===== src/sha256_pkg.sv =====
// Shared types, round constants and initial hash values for the SHA-256 digest unit.
// No dependencies; every other file in src imports this package.
package sha256_pkg;

    localparam int QUEUE_DEPTH = 4;
    localparam logic [7:0] PAD_BYTE = 8'h80;

    typedef logic [15:0][31:0] block_t;
    typedef logic [7:0][31:0]  hash_t;

    // One classified input word as it travels through the queue
    typedef struct packed {
        logic [7:0] data;
        logic       has_byte;
        logic       is_end;
    } msg_op_t;

    typedef enum logic [2:0] {
        ST_IDLE,
        ST_PAD,
        ST_COMP,
        ST_LEN,
        ST_EMIT
    } back_state_t;

    function automatic logic [31:0] init_hash(input logic [2:0] idx);
        logic [31:0] v;
        unique case (idx)
            3'd0: v = 32'h6a09e667;
            3'd1: v = 32'hbb67ae85;
            3'd2: v = 32'h3c6ef372;
            3'd3: v = 32'ha54ff53a;
            3'd4: v = 32'h510e527f;
            3'd5: v = 32'h9b05688c;
            3'd6: v = 32'h1f83d9ab;
            3'd7: v = 32'h5be0cd19;
            default: v = 32'h0;
        endcase
        return v;
    endfunction

    function automatic logic [31:0] round_k(input logic [5:0] r);
        logic [31:0] k;
        unique case (r)
            6'd0:  k = 32'h428a2f98;  6'd1:  k = 32'h71374491;
            6'd2:  k = 32'hb5c0fbcf;  6'd3:  k = 32'he9b5dba5;
            6'd4:  k = 32'h3956c25b;  6'd5:  k = 32'h59f111f1;
            6'd6:  k = 32'h923f82a4;  6'd7:  k = 32'hab1c5ed5;
            6'd8:  k = 32'hd807aa98;  6'd9:  k = 32'h12835b01;
            6'd10: k = 32'h243185be;  6'd11: k = 32'h550c7dc3;
            6'd12: k = 32'h72be5d74;  6'd13: k = 32'h80deb1fe;
            6'd14: k = 32'h9bdc06a7;  6'd15: k = 32'hc19bf174;
            6'd16: k = 32'he49b69c1;  6'd17: k = 32'hefbe4786;
            6'd18: k = 32'h0fc19dc6;  6'd19: k = 32'h240ca1cc;
            6'd20: k = 32'h2de92c6f;  6'd21: k = 32'h4a7484aa;
            6'd22: k = 32'h5cb0a9dc;  6'd23: k = 32'h76f988da;
            6'd24: k = 32'h983e5152;  6'd25: k = 32'ha831c66d;
            6'd26: k = 32'hb00327c8;  6'd27: k = 32'hbf597fc7;
            6'd28: k = 32'hc6e00bf3;  6'd29: k = 32'hd5a79147;
            6'd30: k = 32'h06ca6351;  6'd31: k = 32'h14292967;
            6'd32: k = 32'h27b70a85;  6'd33: k = 32'h2e1b2138;
            6'd34: k = 32'h4d2c6dfc;  6'd35: k = 32'h53380d13;
            6'd36: k = 32'h650a7354;  6'd37: k = 32'h766a0abb;
            6'd38: k = 32'h81c2c92e;  6'd39: k = 32'h92722c85;
            6'd40: k = 32'ha2bfe8a1;  6'd41: k = 32'ha81a664b;
            6'd42: k = 32'hc24b8b70;  6'd43: k = 32'hc76c51a3;
            6'd44: k = 32'hd192e819;  6'd45: k = 32'hd6990624;
            6'd46: k = 32'hf40e3585;  6'd47: k = 32'h106aa070;
            6'd48: k = 32'h19a4c116;  6'd49: k = 32'h1e376c08;
            6'd50: k = 32'h2748774c;  6'd51: k = 32'h34b0bcb5;
            6'd52: k = 32'h391c0cb3;  6'd53: k = 32'h4ed8aa4a;
            6'd54: k = 32'h5b9cca4f;  6'd55: k = 32'h682e6ff3;
            6'd56: k = 32'h748f82ee;  6'd57: k = 32'h78a5636f;
            6'd58: k = 32'h84c87814;  6'd59: k = 32'h8cc70208;
            6'd60: k = 32'h90befffa;  6'd61: k = 32'ha4506ceb;
            6'd62: k = 32'hbef9a3f7;  6'd63: k = 32'hc67178f2;
            default: k = 32'h0;
        endcase
        return k;
    endfunction

endpackage


===== src/sha256_front.sv =====
// Input side of the SHA-256 digest unit: accepts stream words, drops idle ones,
// and hands byte / end-of-message operations to the queue. Uses sha256_pkg.
module sha256_front (
    input  logic                clk,
    input  logic                rst_n,
    input  logic                s_axis_tvalid,
    output logic                s_axis_tready,
    input  logic [7:0]          s_axis_tdata,
    input  logic                s_axis_tuser,
    input  logic                s_axis_tlast,
    output logic                push,
    output sha256_pkg::msg_op_t push_op,
    input  logic                full
);
    import sha256_pkg::*;

    logic    hold_valid_reg;
    msg_op_t hold_op_reg;
    logic    accept;
    logic    keep;

    assign push          = hold_valid_reg && !full;
    assign push_op       = hold_op_reg;
    assign s_axis_tready = !hold_valid_reg || !full;
    assign accept        = s_axis_tvalid && s_axis_tready;
    // a word with neither a byte nor an end mark changes nothing: drop it
    assign keep          = s_axis_tuser || s_axis_tlast;

    always_ff @(posedge clk or negedge rst_n)
    begin
        if (!rst_n)
        begin
            hold_valid_reg <= 1'b0;
        end
        else if (accept && keep)
        begin
            hold_valid_reg <= 1'b1;
        end
        else if (push)
        begin
            hold_valid_reg <= 1'b0;
        end
    end

    always_ff @(posedge clk)
    begin
        if (accept && keep)
        begin
            hold_op_reg.data     <= s_axis_tdata;
            hold_op_reg.has_byte <= s_axis_tuser;
            hold_op_reg.is_end   <= s_axis_tlast;
        end
    end

endmodule


===== src/sha256_queue.sv =====
// Short queue of classified operations between the front and back of the digest unit.
// Uses sha256_pkg for the operation type.
module sha256_queue #(
    parameter int DEPTH = sha256_pkg::QUEUE_DEPTH
) (
    input  logic                clk,
    input  logic                rst_n,
    input  logic                push,
    input  sha256_pkg::msg_op_t push_op,
    output logic                full,
    input  logic                pop,
    output sha256_pkg::msg_op_t pop_op,
    output logic                empty
);
    import sha256_pkg::*;

    localparam int PW = $clog2(DEPTH);
    localparam int CW = $clog2(DEPTH + 1);
    localparam logic [PW-1:0] LAST_PTR = PW'(DEPTH - 1);

    msg_op_t       mem_reg [DEPTH];
    logic [PW-1:0] wr_ptr_reg;
    logic [PW-1:0] rd_ptr_reg;
    logic [CW-1:0] count_reg;

    assign full   = (count_reg == CW'(DEPTH));
    assign empty  = (count_reg == '0);
    assign pop_op = mem_reg[rd_ptr_reg];

    always_ff @(posedge clk or negedge rst_n)
    begin
        if (!rst_n)
        begin
            wr_ptr_reg <= '0;
            rd_ptr_reg <= '0;
            count_reg  <= '0;
        end
        else
        begin
            if (push)
            begin
                wr_ptr_reg <= (wr_ptr_reg == LAST_PTR) ? '0 : wr_ptr_reg + PW'(1);
            end
            if (pop)
            begin
                rd_ptr_reg <= (rd_ptr_reg == LAST_PTR) ? '0 : rd_ptr_reg + PW'(1);
            end
            if (push && !pop)
            begin
                count_reg <= count_reg + CW'(1);
            end
            else if (pop && !push)
            begin
                count_reg <= count_reg - CW'(1);
            end
        end
    end

    always_ff @(posedge clk)
    begin
        if (push)
        begin
            mem_reg[wr_ptr_reg] <= push_op;
        end
    end

endmodule


===== src/sha256_compress.sv =====
// SHA-256 compression engine: one round per cycle over a sliding 16-word schedule.
// Uses sha256_pkg for block/hash types and the round constant table.
module sha256_compress (
    input  logic               clk,
    input  logic               rst_n,
    input  logic               start,
    input  sha256_pkg::block_t block,
    input  sha256_pkg::hash_t  hash_in,
    output logic               done,
    output sha256_pkg::hash_t  vars
);
    import sha256_pkg::*;

    function automatic logic [31:0] rotr(input logic [31:0] x, input int n);
        return (x >> n) | (x << (32 - n));
    endfunction

    hash_t       v_reg;
    block_t      w_reg;
    logic [5:0]  round_reg;
    logic        busy_reg;
    logic        done_reg;

    logic [31:0] s0_w, s1_w, w_new;
    logic [31:0] s1_e, ch_e, s0_a, maj_a, t1, t2;

    always_comb
    begin
        s0_w  = rotr(w_reg[1], 7) ^ rotr(w_reg[1], 18) ^ (w_reg[1] >> 3);
        s1_w  = rotr(w_reg[14], 17) ^ rotr(w_reg[14], 19) ^ (w_reg[14] >> 10);
        w_new = s1_w + w_reg[9] + s0_w + w_reg[0];
        s1_e  = rotr(v_reg[4], 6) ^ rotr(v_reg[4], 11) ^ rotr(v_reg[4], 25);
        ch_e  = (v_reg[4] & v_reg[5]) ^ (~v_reg[4] & v_reg[6]);
        s0_a  = rotr(v_reg[0], 2) ^ rotr(v_reg[0], 13) ^ rotr(v_reg[0], 22);
        maj_a = (v_reg[0] & v_reg[1]) ^ (v_reg[0] & v_reg[2]) ^ (v_reg[1] & v_reg[2]);
        t1    = v_reg[7] + s1_e + ch_e + round_k(round_reg) + w_reg[0];
        t2    = s0_a + maj_a;
    end

    assign done = done_reg;
    assign vars = v_reg;

    always_ff @(posedge clk or negedge rst_n)
    begin
        if (!rst_n)
        begin
            busy_reg  <= 1'b0;
            done_reg  <= 1'b0;
            round_reg <= '0;
        end
        else
        begin
            done_reg <= busy_reg && !start && (round_reg == 6'd63);
            if (start)
            begin
                busy_reg  <= 1'b1;
                round_reg <= '0;
            end
            else if (busy_reg)
            begin
                round_reg <= round_reg + 6'd1;
                if (round_reg == 6'd63)
                begin
                    busy_reg <= 1'b0;
                end
            end
        end
    end

    always_ff @(posedge clk)
    begin
        if (start)
        begin
            v_reg <= hash_in;
            w_reg <= block;
        end
        else if (busy_reg)
        begin
            v_reg[7] <= v_reg[6];
            v_reg[6] <= v_reg[5];
            v_reg[5] <= v_reg[4];
            v_reg[4] <= v_reg[3] + t1;
            v_reg[3] <= v_reg[2];
            v_reg[2] <= v_reg[1];
            v_reg[1] <= v_reg[0];
            v_reg[0] <= t1 + t2;
            // slide the schedule: word 0 is always the current round's input
            for (int i = 0; i < 15; i++)
            begin
                w_reg[i] <= w_reg[i+1];
            end
            w_reg[15] <= w_new;
        end
    end

endmodule


===== src/sha256_back.sv =====
// Back end of the SHA-256 digest unit: packs bytes, pads, sequences compressions
// and emits the digest through an output register. Uses sha256_pkg.
module sha256_back (
    input  logic                clk,
    input  logic                rst_n,
    input  logic                empty,
    output logic                pop,
    input  sha256_pkg::msg_op_t pop_op,
    output logic                m_axis_tvalid,
    input  logic                m_axis_tready,
    output logic [31:0]         m_axis_tdata,
    output logic [2:0]          m_axis_tuser,
    output logic                m_axis_tlast,
    output logic                cmp_start,
    output sha256_pkg::block_t  cmp_block,
    output sha256_pkg::hash_t   cmp_hash,
    input  logic                cmp_done,
    input  sha256_pkg::hash_t   cmp_vars
);
    import sha256_pkg::*;

    back_state_t state_reg, state_next;
    back_state_t ret_reg, ret_next;
    block_t      block_reg;
    block_t      block_next;
    block_t      padded;
    hash_t       hash_reg;
    logic [60:0] count_reg;
    logic        extra_reg;
    logic [2:0]  idx_reg;
    logic        m_valid_reg;
    logic [31:0] m_data_reg;
    logic [2:0]  m_user_reg;
    logic        m_last_reg;

    logic [5:0]  pos;
    logic        take_byte;
    logic        out_load;
    logic [63:0] bit_len;

    assign pos     = count_reg[5:0];
    assign bit_len = {count_reg, 3'b000};

    // next state
    always_comb
    begin
        state_next = state_reg;
        ret_next   = ret_reg;
        unique case (state_reg)
            ST_IDLE:
            begin
                if (!empty)
                begin
                    if (pop_op.has_byte && pos == 6'd63)
                    begin
                        state_next = ST_COMP;
                        ret_next   = pop_op.is_end ? ST_PAD : ST_IDLE;
                    end
                    else if (pop_op.is_end)
                    begin
                        state_next = ST_PAD;
                    end
                end
            end
            ST_PAD:
            begin
                if (pos[5:3] == 3'b111)
                begin
                    state_next = ST_COMP;
                    ret_next   = ST_LEN;
                end
                else
                begin
                    state_next = ST_LEN;
                end
            end
            ST_LEN:
            begin
                state_next = ST_COMP;
                ret_next   = ST_EMIT;
            end
            ST_COMP:
            begin
                if (cmp_done)
                begin
                    state_next = ret_reg;
                end
            end
            ST_EMIT:
            begin
                if (out_load && idx_reg == 3'd7)
                begin
                    state_next = ST_IDLE;
                end
            end
            default: state_next = ST_IDLE;
        endcase
    end

    // outputs of the sequencer
    always_comb
    begin
        pop       = (state_reg == ST_IDLE) && !empty;
        take_byte = pop && pop_op.has_byte;
        out_load  = (state_reg == ST_EMIT) && (!m_valid_reg || m_axis_tready);
        cmp_start = (take_byte && pos == 6'd63)
                    || (state_reg == ST_PAD && pos[5:3] == 3'b111)
                    || (state_reg == ST_LEN);
    end

    // padding: 0x80 at the next free byte, zeros after it
    always_comb
    begin
        padded = block_reg;
        for (int j = 0; j < 16; j++)
        begin
            for (int b = 0; b < 4; b++)
            begin
                if (6'(4 * j + b) == pos)
                begin
                    padded[j][8*(3-b) +: 8] = PAD_BYTE;
                end
                else if (6'(4 * j + b) > pos)
                begin
                    padded[j][8*(3-b) +: 8] = 8'h00;
                end
            end
        end
    end

    // block contents after this cycle; a compression starting now loads this value
    always_comb
    begin
        block_next = block_reg;
        if (take_byte)
        begin
            block_next[pos[5:2]][{~pos[1:0], 3'b000} +: 8] = pop_op.data;
        end
        if (state_reg == ST_PAD)
        begin
            block_next = padded;
        end
        if (state_reg == ST_LEN)
        begin
            if (extra_reg)
            begin
                for (int j = 0; j < 14; j++)
                begin
                    block_next[j] = 32'h0;
                end
            end
            block_next[14] = bit_len[63:32];
            block_next[15] = bit_len[31:0];
        end
    end

    assign cmp_block     = block_next;
    assign cmp_hash      = hash_reg;
    assign m_axis_tvalid = m_valid_reg;
    assign m_axis_tdata  = m_data_reg;
    assign m_axis_tuser  = m_user_reg;
    assign m_axis_tlast  = m_last_reg;

    always_ff @(posedge clk or negedge rst_n)
    begin
        if (!rst_n)
        begin
            state_reg   <= ST_IDLE;
            ret_reg     <= ST_IDLE;
            count_reg   <= '0;
            extra_reg   <= 1'b0;
            idx_reg     <= '0;
            m_valid_reg <= 1'b0;
            for (int i = 0; i < 8; i++)
            begin
                hash_reg[i] <= init_hash(3'(i));
            end
        end
        else
        begin
            state_reg <= state_next;
            ret_reg   <= ret_next;
            if (take_byte)
            begin
                count_reg <= count_reg + 61'd1;
            end
            if (state_reg == ST_PAD)
            begin
                extra_reg <= (pos[5:3] == 3'b111);
            end
            if (state_reg == ST_COMP && cmp_done)
            begin
                for (int i = 0; i < 8; i++)
                begin
                    hash_reg[i] <= hash_reg[i] + cmp_vars[i];
                end
            end
            if (out_load)
            begin
                m_valid_reg <= 1'b1;
                idx_reg     <= idx_reg + 3'd1;
                if (idx_reg == 3'd7)
                begin
                    // digest handed off: start the next message afresh
                    count_reg <= '0;
                    for (int i = 0; i < 8; i++)
                    begin
                        hash_reg[i] <= init_hash(3'(i));
                    end
                end
            end
            else if (m_valid_reg && m_axis_tready)
            begin
                m_valid_reg <= 1'b0;
            end
        end
    end

    always_ff @(posedge clk)
    begin
        block_reg <= block_next;
        if (out_load)
        begin
            m_data_reg <= hash_reg[idx_reg];
            m_user_reg <= idx_reg;
            m_last_reg <= (idx_reg == 3'd7);
        end
    end

endmodule


===== src/sha256_message_digest_unit.sv =====
// Top level of the SHA-256 message digest unit: front end, operation queue,
// back end and compression engine. Depends on sha256_pkg and the sha256_* modules.
//
// Usage:
//   Input stream (s_axis_*): one word per message byte. tdata[7:0] is the byte,
//   tuser flags that tdata carries a byte, tlast marks the end of the message
//   (it may come with or without a byte). Words with neither flag are dropped.
//   Output stream (m_axis_*): eight 32-bit digest words per message, first word
//   of the digest first; tuser gives the word position 0..7, tlast marks word 7.
// Throughput: the back end takes bytes while idle; every 64th byte also starts a
//   compression (one round per cycle in the compression engine), and the back
//   end takes no further byte until that compression is done.
// Sequence: after the end word reaches the back end, the padding state runs,
//   an extra compression follows when 56 or more bytes are pending, then the
//   length state and the final compression; the digest words then follow one
//   per cycle while the receiver takes them.
// Stalls: the output register holds a word until it is taken; the queue keeps
//   accepting input while the back end compresses or waits on the receiver, until it is full.
// Reset: clears the queue, the byte count and the output valid flag and loads
//   the initial hash values; the block is ready for a new message at once.
module sha256_message_digest_unit #(
    parameter int QUEUE_DEPTH = sha256_pkg::QUEUE_DEPTH
) (
    input  logic        clk,
    input  logic        rst_n,
    input  logic        s_axis_tvalid,
    output logic        s_axis_tready,
    input  logic [7:0]  s_axis_tdata,   // [7:0] msg_byte
    input  logic        s_axis_tuser,   // [0] byte_valid
    input  logic        s_axis_tlast,
    output logic        m_axis_tvalid,
    input  logic        m_axis_tready,
    output logic [31:0] m_axis_tdata,   // [31:0] digest_word
    output logic [2:0]  m_axis_tuser,   // [2:0] word_index
    output logic        m_axis_tlast
);
    import sha256_pkg::*;

    logic    q_push;
    msg_op_t q_push_op;
    logic    q_full;
    logic    q_pop;
    msg_op_t q_pop_op;
    logic    q_empty;
    logic    cmp_start;
    block_t  cmp_block;
    hash_t   cmp_hash;
    logic    cmp_done;
    hash_t   cmp_vars;

    sha256_front u_front (
        .clk           (clk),
        .rst_n         (rst_n),
        .s_axis_tvalid (s_axis_tvalid),
        .s_axis_tready (s_axis_tready),
        .s_axis_tdata  (s_axis_tdata),
        .s_axis_tuser  (s_axis_tuser),
        .s_axis_tlast  (s_axis_tlast),
        .push          (q_push),
        .push_op       (q_push_op),
        .full          (q_full)
    );

    sha256_queue #(
        .DEPTH (QUEUE_DEPTH)
    ) u_queue (
        .clk     (clk),
        .rst_n   (rst_n),
        .push    (q_push),
        .push_op (q_push_op),
        .full    (q_full),
        .pop     (q_pop),
        .pop_op  (q_pop_op),
        .empty   (q_empty)
    );

    sha256_back u_back (
        .clk           (clk),
        .rst_n         (rst_n),
        .empty         (q_empty),
        .pop           (q_pop),
        .pop_op        (q_pop_op),
        .m_axis_tvalid (m_axis_tvalid),
        .m_axis_tready (m_axis_tready),
        .m_axis_tdata  (m_axis_tdata),
        .m_axis_tuser  (m_axis_tuser),
        .m_axis_tlast  (m_axis_tlast),
        .cmp_start     (cmp_start),
        .cmp_block     (cmp_block),
        .cmp_hash      (cmp_hash),
        .cmp_done      (cmp_done),
        .cmp_vars      (cmp_vars)
    );

    sha256_compress u_compress (
        .clk     (clk),
        .rst_n   (rst_n),
        .start   (cmp_start),
        .block   (cmp_block),
        .hash_in (cmp_hash),
        .done    (cmp_done),
        .vars    (cmp_vars)
    );

    // the queue is never written while full nor read while empty
    assert property (@(posedge clk) disable iff (!rst_n) !(q_push && q_full))
        else $error("queue write while full");
    assert property (@(posedge clk) disable iff (!rst_n) q_pop |-> !q_empty)
        else $error("queue read while empty");

    // the last digest word always carries position seven
    assert property (@(posedge clk) disable iff (!rst_n)
        (m_axis_tvalid && m_axis_tlast) |-> (m_axis_tuser == 3'd7))
        else $error("last digest word at wrong position");

    // a new compression never starts while the previous one is finishing
    assert property (@(posedge clk) disable iff (!rst_n) cmp_start |=> !cmp_done)
        else $error("compression done too early after start");

endmodule

===== config.mk =====
export PLATFORM = sky130hd
export DESIGN_NAME = sha256_message_digest_unit
export DESIGN_NICKNAME = d
export VERILOG_FILES = /design/src/sha256_pkg.sv /design/src/sha256_front.sv /design/src/sha256_queue.sv /design/src/sha256_compress.sv /design/src/sha256_back.sv /design/src/sha256_message_digest_unit.sv
export SDC_FILE = /design/constraint.sdc
export NUM_CORES = 2
export LEC_CHECK = 0
export BUFFER_PORTS_ARGS = -buffer_cell sky130_fd_sc_hd__buf_2
export CAP_MARGIN = 40
export CORE_MARGIN = 2
export CORE_UTILIZATION = 30
export CTS_BUF_LIST = sky130_fd_sc_hd__clkbuf_2 sky130_fd_sc_hd__clkbuf_4 sky130_fd_sc_hd__clkbuf_8
export DETAILED_ROUTE_END_ITERATION = 8
export RECOVER_POWER = 25
export SLEW_MARGIN = 40
export SYNTH_ARGS = -nofsm -noshare
export SYNTH_HDL_FRONTEND = slang
export SYNTH_HIERARCHICAL = 1
export SYNTH_SLANG_ARGS = --single-unit

===== constraint.sdc =====
create_clock -name clk -period 29.2 [get_ports clk]
set_clock_uncertainty 0.2 [all_clocks]
set_input_delay 5.84 -clock clk [delete_from_list [all_inputs] [get_ports clk]]
set_output_delay 5.84 -clock clk [all_outputs]
set_load 0.005 [all_outputs]

**Word-level counts from Yosys, hierarchy flattened**

Memories as Yosys holds them, arrays and structs flattened.
Cells that the tools add are included.

- Register bits: 1,670
- Bits in writable memories: 40
- Bits in read-only memories: 2,048
- Output and inout port bits: 38
- Word-level logic and storage cells: 485
- Memories kept: 2

- Add/sub/neg operators: 26
- Order comparisons: 67
- Eq/ne operators: 80
- Shifts and indexed selects: 2
- Mux-type cells: 174
- Bitwise operators: 28
- Reductions and logical operators: 39

Memories:

| name | words | width | read ports | clocked after Yosys merged registers in | wr ports | RTL line | RTL |
|---|---|---|---|---|---|---|---|
| (no name shown) | 64 | 32 | 1 | 0 | 0 | sha256_pkg.sv:44 | `unique case (r)` |
| u_queue.mem_reg | 4 | 10 | 1 | 0 | 1 | sha256_queue.sv:21 | `msg_op_t mem_reg [DEPTH];` |

Operator list:

| kind | count |
|---|---|
| two-way mux 512 bit | 5 |
| two-way mux 256 bit | 5 |
| two-way mux 8 bit | 128 |
| adder 32 bit | 18 |
| bitwise mux 512 bit | 1 |
| two-way mux 448 bit | 1 |
| bitwise XOR 32 bit | 9 |
| equality test 6 bit (first input constant) | 32 |
| > comparator 6 bit (first input constant) | 32 |
| two-way mux 61 bit | 3 |
| AND 32 bit | 5 |
| demux 32 bit (select 4 bit) | 1 |
| binary-select mux 32 bit (select 3 bit) | 1 |
| equality test 5 x 6 -> 1 bit (first input constant) | 16 |
| > comparator 5 x 6 -> 1 bit (first input constant) | 16 |
| two-way mux 32 bit | 2 |
| adder 61 x 1 -> 61 bit (second input constant) | 1 |
| equality test 4 x 6 -> 1 bit (first input constant) | 8 |
| > comparator 4 x 6 -> 1 bit (first input constant) | 8 |
| NOT 32 bit | 1 |
| bitwise OR 10 x 32 -> 32 bit | 1 |
| bitwise OR 13 x 32 -> 32 bit | 1 |
| bitwise OR 14 x 32 -> 32 bit | 1 |
| bitwise OR 15 x 32 -> 32 bit | 1 |
| other kinds (47) | 119 |

**Longest topological paths before layout**

- Depth in word-level cells: 11
- Gate-level depth with buffers: 34
- Depth with buffers taken out: 33

**By module**

Netlist, hierarchy kept.

Modules (own cells, without submodules):

| module | times used | cells an instance | area an instance (µm²) |
|---|---|---|---|
| sha256_back | 1 | 5,689 | 48,972.0 |
| sha256_compress | 1 | 3,939 | 48,778.0 |
| sha256_queue | 1 | 89 | 1,861.8 |
| sha256_front | 1 | 16 | 351.6 |

**Worst setup path before layout**

No wires, ideal clock.

- Kind: reg2reg
- Start point: reg u_queue.count_reg[0]
- End point: reg u_compress.v_reg (netlist bit u_compress/vars[0]) (enable)
- Arrival time: 11.737 ns
- Setup slack: 16.441 ns
- Cell stages (with the launch flop): 12
- Clock period less this slack: 12.759 ns
- Path through: dfrtp_1 > nor3_1 > nor4_2 > and2_1 > clkbuf_1 > nand3_1 > clkbuf_1 > nand3_1 > clkbuf_1 > clkbuf_1 > clkbuf_1 > or2_2

- Cells in the longest elaborated chain, start to end: 8

Ends and longest elaborated chain:

| element | RTL line | RTL |
|---|---|---|
| from (decl) | sha256_queue.sv:24 | `logic [CW-1:0] count_reg;` |
| from (signal assigned) | sha256_queue.sv:50 | `count_reg <= count_reg + CW'(1);` |
| from (signal assigned) | sha256_queue.sv:54 | `count_reg <= count_reg - CW'(1);` |
| zero test 3 bit | sha256_queue.sv:27 | `assign empty = (count_reg == '0);` |
| net q_empty | sha256_message_digest_unit.sv:44 | `logic q_empty;` |
| zero test 1 bit | sha256_back.sv:103 | `pop = (state_reg == ST_IDLE) && !empty;` |
| logical AND 1 bit | sha256_back.sv:103 |  |
| net q_pop | sha256_message_digest_unit.sv:42 | `logic q_pop;` |
| logical AND 1 bit | sha256_back.sv:104 | `take_byte = pop && pop_op.has_byte;` |
| logical AND 1 bit | sha256_back.sv:106 | `cmp_start = (take_byte && pos == 6'd63)` |
| logical OR 1 bit | sha256_back.sv:107 | `\|\| (state_reg == ST_PAD && pos[5:3] == 3'b111)` |
| logical OR 1 bit | sha256_back.sv:108 | `\|\| (state_reg == ST_LEN);` |
| net cmp_start | sha256_message_digest_unit.sv:45 | `logic cmp_start;` |
| nonzero test 2 bit (no line) | n/a |  |
| to (signal assigned) | sha256_compress.sv:74 | `v_reg <= hash_in;` |
| to (decl) | sha256_compress.sv:18 | `hash_t v_reg;` |

The timed path passes the listed nets, and every way through them passes these cells.
A chain may end at the register's enable or synchronous reset.

**Worst setup path in the final report**

- Start point: reg u_back.count_reg[3]
- End point: reg u_compress/w_reg[261] (netlist name) (data pin)

- Elaborated cells on any way between the ends: 21
- Those cells by class: 3 x order compare; 3 x eq/ne; 10 x mux; 5 x reduce/logical

RTL lines:

| element | RTL line | RTL |
|---|---|---|
| from (decl) | sha256_back.sv:28 | `logic [60:0] count_reg;` |
| from (signal assigned) | sha256_back.sv:185 | `count_reg <= count_reg + 61'd1;` |
| equality test 6 bit / equality test 3 bit (equally long branches) | sha256_back.sv:106, sha256_back.sv:107 |  |
| logical AND 1 bit, on equally long branches | sha256_back.sv:106, sha256_back.sv:107 |  |
| logical OR 1 bit (*) | sha256_back.sv:107 |  |
| logical OR 1 bit (*) | sha256_back.sv:108 |  |
| net cmp_start | sha256_message_digest_unit.sv:45 |  |
| two-way mux 512 bit (*) | sha256_compress.sv:72 | `if (start)` |
| to (signal assigned) | sha256_compress.sv:75 | `w_reg <= block;` |
| to (signal, indexed assignment) | sha256_compress.sv:90 | `w_reg[i] <= w_reg[i+1];` |
| to (decl) | sha256_compress.sv:19 | `block_t w_reg;` |

Mark *: on every way through the listed nets, which the timed path passes. The rest lies on a longest branch.

==> run summary <==
The count of endpoints failing hold in the final timing report is 0. The power dissipated by switching net loads is 0.00114 W. The switching share of total power came out at 22.8%. The number of iterations in the first detailed-routing pass is 8. The number of antenna violations at the first check in global routing came out at 8. The net total in the final layout came out at 10300. The fraction of final layout cells with drive strength greater than 1 came out at 16.9%. The antenna violation net count after detailed routing came out at 0. The buffer count from post-CTS setup fixing came out at 0.

The aggregate global routing overflow came out at 0. The final estimated routing congestion in global placement came out at 0.968. In this run the worst setup path terminates at u_compress/w_reg[261].

The routed layout has 77500 vias. The data arrival time of the worst path is 11950 ps. The primary flip-flop cell chosen by synthesis mapping is edfxtp_1. The fraction of the yosys area taken by sequential cells came out at 44.7%. The core box area came out at 331000 um2.

Counting the fill cells in the layout gives 33700. In the routed design, unresolved DRC markers number 0. The clock passes through at most 4 buffers. TritonCTS built the clock tree. The total of warnings raised by yosys is 6.

The netlist area before placement is 100000 um2. The worst min-delay path class is register to register. The average routed wire per standard cell is 24.0 um. The worst register-to-register path begins at u_back/count_reg[3].

The total nets after synthesis is 10400. The worst slew slack as a fraction of its limit came out at -167%. The CTS clock-pin slew for the worst setup and hold paths is 60 ps. The synthesis-to-layout area growth is 11.3%. Counting flops and latches in the post-synthesis netlist gives 1710. Leaving out fill and tap cells, the most frequent cells in the layout are nor2_1 (961), edfxtp_1 (854), nand2_1 (844). The setup check on the worst reg-to-reg path leaves a slack of 17530 ps. The first-pass GRT wire length came out at 501 mm. The area share of the largest cell type after synthesis is 25.7%. Setup repair after global routing left no endpoint under its margin. The number of resized instances in the post-cts repair step came out at 0. The number of I/O pins is 52. Dividing the final minimum period by the clock period gives 40.0%. The register share of total power came out at 50.8%. The critical path starts at u_back/count_reg[3].

Entering global routing, the biggest net connects 151 pins. The flow ran to the end, but the final reports show violations. The final total negative setup slack is 0 ps. The per-instance average area after synthesis came out at 10.3 um2. The worst setup path is of the register to register kind. The count of final max-slew check failures is 497.

The internal power came out at 0.00384 W. CTS saw 1710 sinks. The TritonCTS buffer count is 307. STA classifies the critical path endpoint as a register. The total track usage is 19.5%. In this run the critical register-to-register path is captured at u_compress/w_reg[261].

The number of H-tree branching levels came out at 5. The combinational cell fraction of total power is 1.5%. The total setup violations reported at the end of the flow came out at 0. The number of hold buffers added after cts came out at 0. The nature of the critical path startpoint is a register. Summed over all nets, wire length on met2 after detailed routing comes to 150 mm.

Port buffering added 51 buffers. The largest total area in the synthesized netlist belongs to edfxtp_1. CTS placed an instance of clkbuf_8 at the clock tree root. The initial standard-cell utilization of the core is 30.2%.

The post-synthesis instance total came out at 9733. The number of enable-type register cells in the synthesized netlist came out at 854. The clock insertion delay at the later pin of the skew report is 1020 ps. The most common library cell in the layout ignoring fill and taps is nor2_1. The instance area at placement is 105000 um2.

The number of global-route vias before repair is 72600. The count of standard-cell rows came out at 211. The die outline area is 338000 um2. The reported max-cap violation count is 11. Dividing the detail-routed via count by the number of cells gives 5.42.

The maximum clock frequency is 0.0857 GHz. The detailed route wirelength on metal3 is 27.3 mm. The count of different cell masters after synthesis is 98. The biggest fanout along the worst timing path came out at 74. The final reports fail on capacitance limit, slew limit.

By area the synthesized netlist is led by edfxtp_1 (26%), dfxtp_1 (10%), mux2_2 (8.1%). The total leakage power came out at 39.3 nW. The routed wire length came out at 343 mm.

The final standard cell area without fillers came out at 111000 um2. The die height is 581 um. The required arrival time at the worst endpoint is 29480 ps. The detailed placement HPWL came out at 244 mm.

The peak ir drop on the vdd network came out at 0.0000516 V. The routed metal-1 wire length is 148 mm. The power density over cell area came out at 44.7 nW/um2.

Signal routing reaches up to met5. The path depth of the worst reg2reg path is 8. The time the final worst path needs with I/O delays and setup is 11670 ps.

The share of synthesized flip-flops with an asynchronous set or reset came out at 20.1%. The part of the power in the clock network came out at 47.7%. The actual slew at the worst max-slew pin came out at 4000 ps. The width of the chip came out at 581 um. The detailed router finished its first iteration with 8683 violations.
worst max-delay path: stages, from the launching register on:
cell and delay [ps]:
dfrtp_1 340, clkbuf_1 1610, inv_1 920, nor2_1 790, nand2_1 620, nand3_1 1030
clkbuf_1 1520, clkbuf_1 2900, o21ai_0 1150
how the worst min path moves through the flow:
stage	start	to	slack (ps)	cells after the start
final	u_back/block_reg[361]	u_back/block_reg[361]	270	2
after detailed placement	u_back/block_reg[361]	u_back/block_reg[361]	260	2
after floorplan	u_back/block_reg[7]	u_back/block_reg[7]	240	2
after CTS	u_back/block_reg[361]	u_back/block_reg[361]	270	2
after global routing	u_back/block_reg[342]	u_back/block_reg[342]	290	2
after global placement	u_back/block_reg[425]	u_back/block_reg[425]	250	2
through the flow:
step / power, W / worst slack, ps / instances / hold WS [ps] / utilization [%]
6_report: 0.00498 / 17530 / 14300 / 265 / 33.6
5_1_grt: 0.00513 / 17260 / 14300 / 286 / 33.6
4_1_cts: 0.00503 / 20130 / 14300 / 266 / 33.6
3_5_place_dp: 0.00265 / 20180 / 13700 / 258 / 31.7
3_3_place_gp: 0.00265 / 20070 / 13700 / 253 / 31.6
2_1_floorplan: 0.00261 / 16440 / 9733 / 239 / -
metal layers:
metal  vias to the layer above  global-route usage [%]
met1                     38200                    27.1
met5                         -                       0
met3                       745                    3.31
met2                      3459                    29.8
li1                      35100                       -
met4                         8                    8.56
cell usage after synthesis (all sizes together), types with 40 or more instances:
| library cell | n |
|---|---|
| and3 | 79 |
| xor2 | 255 |
| nor2 | 974 |
| mux2 | 720 |
| and2 | 49 |
| dfrtp | 208 |
| a22oi | 274 |
| nand4 | 42 |
| a211oi | 103 |
| o21a | 45 |
| dfstp | 136 |
| a21oi | 710 |
| o21ai | 513 |
| clkbuf | 494 |
| nand2 | 845 |
| ha | 413 |
| o211ai | 109 |
| a31oi | 87 |
| buf | 46 |
| nor2b | 61 |
| fa | 197 |
| edfxtp | 854 |
| mux2i | 47 |
| nand3 | 194 |
| mux4 | 79 |
| or3 | 51 |
| a21o | 206 |
| inv | 438 |
| o21bai | 40 |
| nand2b | 62 |
| dfxtp | 512 |
| a221oi | 54 |
| xnor2 | 355 |
| nor3 | 98 |
logic make-up after synthesis:
group | Yosys count | synth area share (%)
compound gates | 2412 | 15.4
xor+xnor | 611 | 5.37
fa+ha+maj | 631 | 9.32
buf+inv | 978 | 3.70
flops | 1710 | 44.7
mux | 846 | 10.4
simple gates | 2545 | 11.1
power by group through the flow:
stage               Sequential [W]  Clock [W]  Combinational, W
floorplan                  0.00258          0         0.0000331
global route               0.00253    0.00252         0.0000811
global placement           0.00258          0         0.0000752
detailed placement         0.00258          0         0.0000758
finish                     0.00253    0.00237         0.0000757
CTS                        0.00253    0.00242         0.0000765
final cells by class:
type | count | area [um2] | share of cell area [%]
Multi-Input combinational cell | 7045 | 51800 | 46.5
Sequential cell | 1710 | 44700 | 40.2
Clock buffer | 483 | 5900 | 5.30
Tap cell | 4366 | 5460 | 4.91
Inverter | 438 | 1650 | 1.48
Timing Repair Buffer | 177 | 1360 | 1.22
Clock inverter | 78 | 465 | 0.418
Antenna cell | 6 | 15.0 | 0.0135
No activity file was read; power rests on OpenSTA's default activity.
